<file path="src/hw/rtl/qlt_pkg.sv">
// ----------------------------------------------------------------------------
// qlt_pkg: shared types and constants of the Q-learning table engine
// Payload structs, register codes, fixed-point constants, exp2 root table.
// ----------------------------------------------------------------------------
package qlt_pkg;

	localparam int DEF_STATES  = 1024;
	localparam int DEF_ACTIONS = 8;

	localparam logic signed [15:0] Q_MINUS_ONE = 16'sh8000;
	localparam int                 Q_MAX       = 32767;
	localparam logic [31:0]        ONE_Q30     = 32'h4000_0000;
	localparam logic [31:0]        TWO_LOG2E   = 32'd189097;

	localparam logic [15:0] RST_DISCOUNT = 16'd58982;
	localparam logic [15:0] RST_KEEP     = 16'd52429;
	localparam logic [15:0] RST_LOG2BASE = 16'd4096;
	localparam logic [15:0] RST_EXPLORE  = 16'd0;

	// divider: quotient bits and operand widths
	localparam int DIV_STEPS = 17;
	localparam int NUM_W     = 46;
	localparam int DEN_W     = 31;

	typedef enum logic [1:0] {
		CFG_DISCOUNT = 2'd0,
		CFG_KEEP     = 2'd1,
		CFG_LOG2BASE = 2'd2,
		CFG_EXPLORE  = 2'd3
	} cfg_idx_t;

	typedef struct packed {
		logic [9:0]         state_index;
		logic signed [15:0] reward;
		logic [15:0]        random_fraction;
	} item_t;

	typedef struct packed {
		logic [2:0] action;
		logic       explored;
	} result_t;

	typedef struct packed {
		cfg_idx_t    index;
		logic [15:0] value;
	} cfg_t;

	typedef struct packed {
		logic             start;
		logic [NUM_W-1:0] num;
		logic [DEN_W-1:0] den;
	} div_ctl_t;

	typedef struct packed {
		logic                 busy;
		logic [DIV_STEPS-1:0] quotient;
	} div_stat_t;

	// 2^(2^-(b+1)) in Q2.30
	function automatic logic [31:0] exp2_root(input logic [3:0] b);
		logic [31:0] r;
		case (b)
			4'd0:    r = 32'd1518500250;
			4'd1:    r = 32'd1276901417;
			4'd2:    r = 32'd1170923762;
			4'd3:    r = 32'd1121280436;
			4'd4:    r = 32'd1097253708;
			4'd5:    r = 32'd1085434106;
			4'd6:    r = 32'd1079572136;
			4'd7:    r = 32'd1076653033;
			4'd8:    r = 32'd1075196444;
			4'd9:    r = 32'd1074468888;
			4'd10:   r = 32'd1074105295;
			4'd11:   r = 32'd1073923544;
			4'd12:   r = 32'd1073832680;
			4'd13:   r = 32'd1073787251;
			4'd14:   r = 32'd1073764537;
			default: r = 32'd1073753181;
		endcase
		return r;
	endfunction

endpackage

</file>
<file path="src/hw/rtl/qlt_div.sv">
// ----------------------------------------------------------------------------
// qlt_div: restoring divider
// One quotient bit per cycle; the quotient must fit in DIV_STEPS bits.
// ----------------------------------------------------------------------------
module qlt_div (
	input  logic               clk,
	input  logic               arst_n,
	input  qlt_pkg::div_ctl_t  ctl,
	output qlt_pkg::div_stat_t stat
);
	localparam int QW = qlt_pkg::DIV_STEPS;
	localparam int DW = qlt_pkg::DEN_W;
	localparam int CW = $clog2(QW + 1);

	logic          busy_q;
	logic [CW-1:0] cnt_q;
	logic [DW-1:0] rem_q;
	logic [DW-1:0] den_q;
	logic [QW-1:0] quo_q;
	logic [DW:0]   trial;
	logic          ge;

	assign trial = {rem_q, quo_q[QW-1]};
	assign ge    = trial >= {1'b0, den_q};

	always_ff @(posedge clk or negedge arst_n) begin
		if (!arst_n) begin
			busy_q <= 1'b0;
			cnt_q  <= '0;
		end else if (ctl.start) begin
			busy_q <= 1'b1;
			cnt_q  <= CW'(QW);
		end else if (busy_q) begin
			cnt_q <= cnt_q - 1'b1;
			if (cnt_q == CW'(1))
				busy_q <= 1'b0;
		end
	end

	always_ff @(posedge clk) begin
		if (ctl.start) begin
			// high part is already below the divisor since the quotient fits
			rem_q <= DW'(ctl.num[qlt_pkg::NUM_W-1:QW]);
			quo_q <= ctl.num[QW-1:0];
			den_q <= ctl.den;
		end else if (busy_q) begin
			rem_q <= ge ? DW'(trial - {1'b0, den_q}) : trial[DW-1:0];
			quo_q <= {quo_q[QW-2:0], ge};
		end
	end

	assign stat.busy     = busy_q;
	assign stat.quotient = quo_q;
endmodule

</file>
<file path="config.mk">
export PLATFORM = sky130hd
export DESIGN_NAME = qlt_div
export DESIGN_NICKNAME = d
export VERILOG_FILES = /design/src/hw/rtl/qlt_pkg.sv /design/src/hw/rtl/qlt_div.sv
export SDC_FILE = /design/constraint.sdc
export NUM_CORES = 1
export LEC_CHECK = 0
export BUFFER_PORTS_ARGS = -buffer_cell sky130_fd_sc_hd__buf_2
export CORE_MARGIN = 2
export CORE_UTILIZATION = 40
export CTS_BUF_LIST = sky130_fd_sc_hd__clkbuf_4
export CTS_CLUSTER_DIAMETER = 80
export DETAILED_ROUTE_END_ITERATION = 6
export SETUP_SLACK_MARGIN = 0.15
export SYNTH_ARGS = -nofsm -noshare
export SYNTH_HDL_FRONTEND = slang
export SYNTH_SLANG_ARGS = --single-unit
</file>
<file path="constraint.sdc">
create_clock -name clk -period 3.1 [get_ports clk]
set_input_delay 0.155 -clock clk [delete_from_list [all_inputs] [get_ports clk]]
set_output_delay 0.155 -clock clk [all_outputs]
set_load 0.05 [all_outputs]
</file>
==> out/metrics.csv <==
metric;value;unit
outcome;completed;
area_delta_synth_final;33.4;%
ys_async_sr_fraction;7.06;%
cts_inserted_buffers;9;
initial_core_util;41.2;%
setup_viol;0;
htree_levels;3;
post-dp-hpwl;8930;µm
period_needed;3.03;ns
syn_nets;606;
synth_cell_types;65;
max_freq;330;MHz
cts.reportedPaths.clkPinSlew;0.17;ns
synthMuxAreaShare;11.4;%
syn-instance-count;492;
crit_family;simple AND/OR/NAND/NOR gates;
crit_chain;ha_1, and2_2, nand3_1, nor4_1, o21a_1, nor2_2, o31ai_4, buf_6, clkbuf_16, mux2_2, mux2_2;
antennaDiodeCount;0;
fin_skew;0.0325;ns
portBuffers;97;
yosysWarnings;0;
drc;0;
grt_pass1_vias;4441;
slew_headroom;57.5;%
worst-path-buf-inv;2;
synth_edf_count;77;
chipHeight;121;µm
worstHoldPathType;in -> reg;
die_x;121;µm
grt_start_max_net_pins;54;
grt_pass1_wl;20800;µm
yosysSeqAreaShare;45.5;%
critPathRequiredTime;3.33;ns
place.gp.congestion;0.874;
rsz0062_at_grt;yes;
synth-simple-area-share;9.62;%
pin_count;98;
maxCapViolCount;0;
cts-root-buf;clkbuf_4;
cp_slowest_stage_delay;0.42;ns
postRouteAntennaNets;0;
cp.arrival;3.26;ns
end_kind;flip-flop;
synth-seq-cells;85;
coreArea;13300;µm²
cellLeakagePower;3.11;nW
clkPwrFrac;10.2;%
synth_top_family_by_area;compound AO/OA/AOI/OAI gates;
fin_tns_setup;0;ns
track_usage;17.9;%
power.internal;3.99;mW
powerDensity;924;nW/µm²
critPathLaunchType;flip-flop;
post_drt_wl_per_cell;14.7;µm
cp_max_fo;4;
synthesis.area;5500;µm²
dieArea;14700;µm²
postLayoutCellArea;7340;µm²
slew_violations;0;
cts_tree;done;
finalNetCount;798;
num_vias;4369;
clock_sinks;85;
p_seq_share;27.8;%
grt-ovfl-total;0;
drive_gt1_share;33.5;%
crit_top_cell;mux2_2;
place_area;6210;µm²
avgSynthCellArea;11.2;µm²
p_comb_share;62.0;%
rows;42;
worstSkewPairLatency;0.49;ns
cts_buffer_depth;2;
synth-xor-area-share;4.78;%
drt_iter0_drc;204;
period_share;97.7;%
synth_adder_area_share;7.87;%
switching_share;41.2;%
synth_ff_type;edfxtp_1;
synth_compound_area_share;14.7;%
first_pass_iters;7;
path_class;reg -> reg;
vias_per_cell;5.05;
p_sw;2.79;mW
slowest_stage;edfxtp_1;
tightest_slew;0.638;ns
wirelength;12800;µm
antenna_found_initial;0;
irDropWorstVdd;0.435;mV
final_hold_viol_count;0;
==> what timing repair did <==
| action | in CTS | in global routing |
|---|---|---|
| gates cloned | 1 | 1 |
| hold buffers | 76 | 1 |
| setup endpoints to repair | 18 | 25 |
| pin swaps | 0 | 3 |
| resized for setup | 6 | 19 |
| hold endpoints to repair | 81 | 1 |
| setup buffers | 8 | 0 |
==> kinds of logic after synthesis <==
family,count (synthesis)
AND/OR/NAND/NOR,106
XOR/XNOR,30
flip-flops,85
buffers and inverters,62
AO/OA/AOI/OAI,119
multiplexers,56
adder cells (fa/ha/maj),34
==> cell usage after synthesis, drive strengths merged, types with 12 or more instances <==
master,n,area (µm²)
a21oi,47,239
mux2,53,597
nand3,12,60.1
edfxtp,77,2310
nor2b,12,75.1
ha,33,413
nand2,31,116
o21ai,22,114
nor2,22,87.6
buf,12,103
xnor2,21,184
inv,41,154
==> flip-flops by register name (all words and copies together), names as in the netlist <==
signal,count
busy_q,1
quo_q,17
den_q,31
cnt_q,5
rem_q,31
==> power by group through the flow <==
stage	Sequential (mW)	Combinational [mW]	Clock [mW]
6_report	1.88	4.21	0.691
5_1_grt	1.93	4.62	0.751
4_1_cts	1.88	4.00	0.708
3_5_place_dp	1.91	3.70	0
3_3_place_gp	1.89	3.66	0
2_1_floorplan	2.05	2.78	0
==> worst register-to-register path, cell delays in order, from the launching register on <==
cell and delay, ns:
edfxtp_1 0.42, ha_1 0.36, and2_2 0.19, nand3_1 0.10, nor4_1 0.36, o21a_1 0.19
nor2_2 0.05, o31ai_4 0.25, buf_6 0.16, clkbuf_16 0.14, mux2_2 0.32, mux2_2 0.25
==> per-stage QoR <==
step,hold slack (ns),worst slack (ns),utilization [%],instances,power (mW)
floorplan,-0.141,-0.182,-,492,4.84
global placement,-0.0192,0.111,46.6,762,5.55
detailed placement,-0.00975,0.0148,46.6,762,5.61
CTS,-0.0214,0.130,54.2,863,6.59
global route,0.0469,-0.0840,55.0,865,7.30
finish,0.0191,0.0711,55.0,865,6.78
==> area by class of cell <==
| class | instances | area [µm²] |
|---|---|---|
| fillers | 1201 | 6010 |
| clock inverters | 7 | 80.1 |
| multi-input cells | 345 | 2770 |
| repair buffers | 202 | 1550 |
| inverters | 41 | 154 |
| well taps | 176 | 220 |
| clock buffers | 9 | 67.6 |
| flip-flops and latches | 85 | 2500 |
==> final timing paths <==
kind	startpoint	end	slack, ns	cells after the start
min in group asynchronous	arst_n	cnt_q[2]	0.58	3
worst max-delay path	rem_q[4]	rem_q[12]	0.07	11
max in group asynchronous	arst_n	cnt_q[1]	2.27	3
worst min register to register	rem_q[29]	rem_q[29]	0.54	2
worst max register to register	rem_q[4]	rem_q[12]	0.07	11
worst min-delay path	ctl[70]	rem_q[22]	0.02	3
==> routing by layer <==
metal	track usage [%]	vias to the layer above	routed length, µm
met5	0	-	0
met4	6.54	0	188
met3	3.29	13	571
met2	30.0	114	6010
met1	23.2	2055	5980
li1	-	2187	-
==> placed cells by master, fill, tap and decap left out, types with 4 or more instances in the layout <==
master and count:
xnor2_1 21, o21ai_0 17, nor4_1 4, inv_1 41, mux2_4 4, nand3_1 12, dfrtp_1 6, a21o_1 10
a31oi_1 5, a21oi_2 9, o21bai_1 5, xor2_1 9, mux2_2 49, a21oi_1 38, buf_2 96, nor2b_1 11
nor2_1 20, dlygate4sd3_1 77, edfxtp_1 77, ha_1 28, buf_4 21, o21ai_1 4, nand4_1 4, ha_2 5
buf_6 4, nor3_1 5, nand2_1 31, clkbuf_4 9
Power figures use the tool's default switching activity.
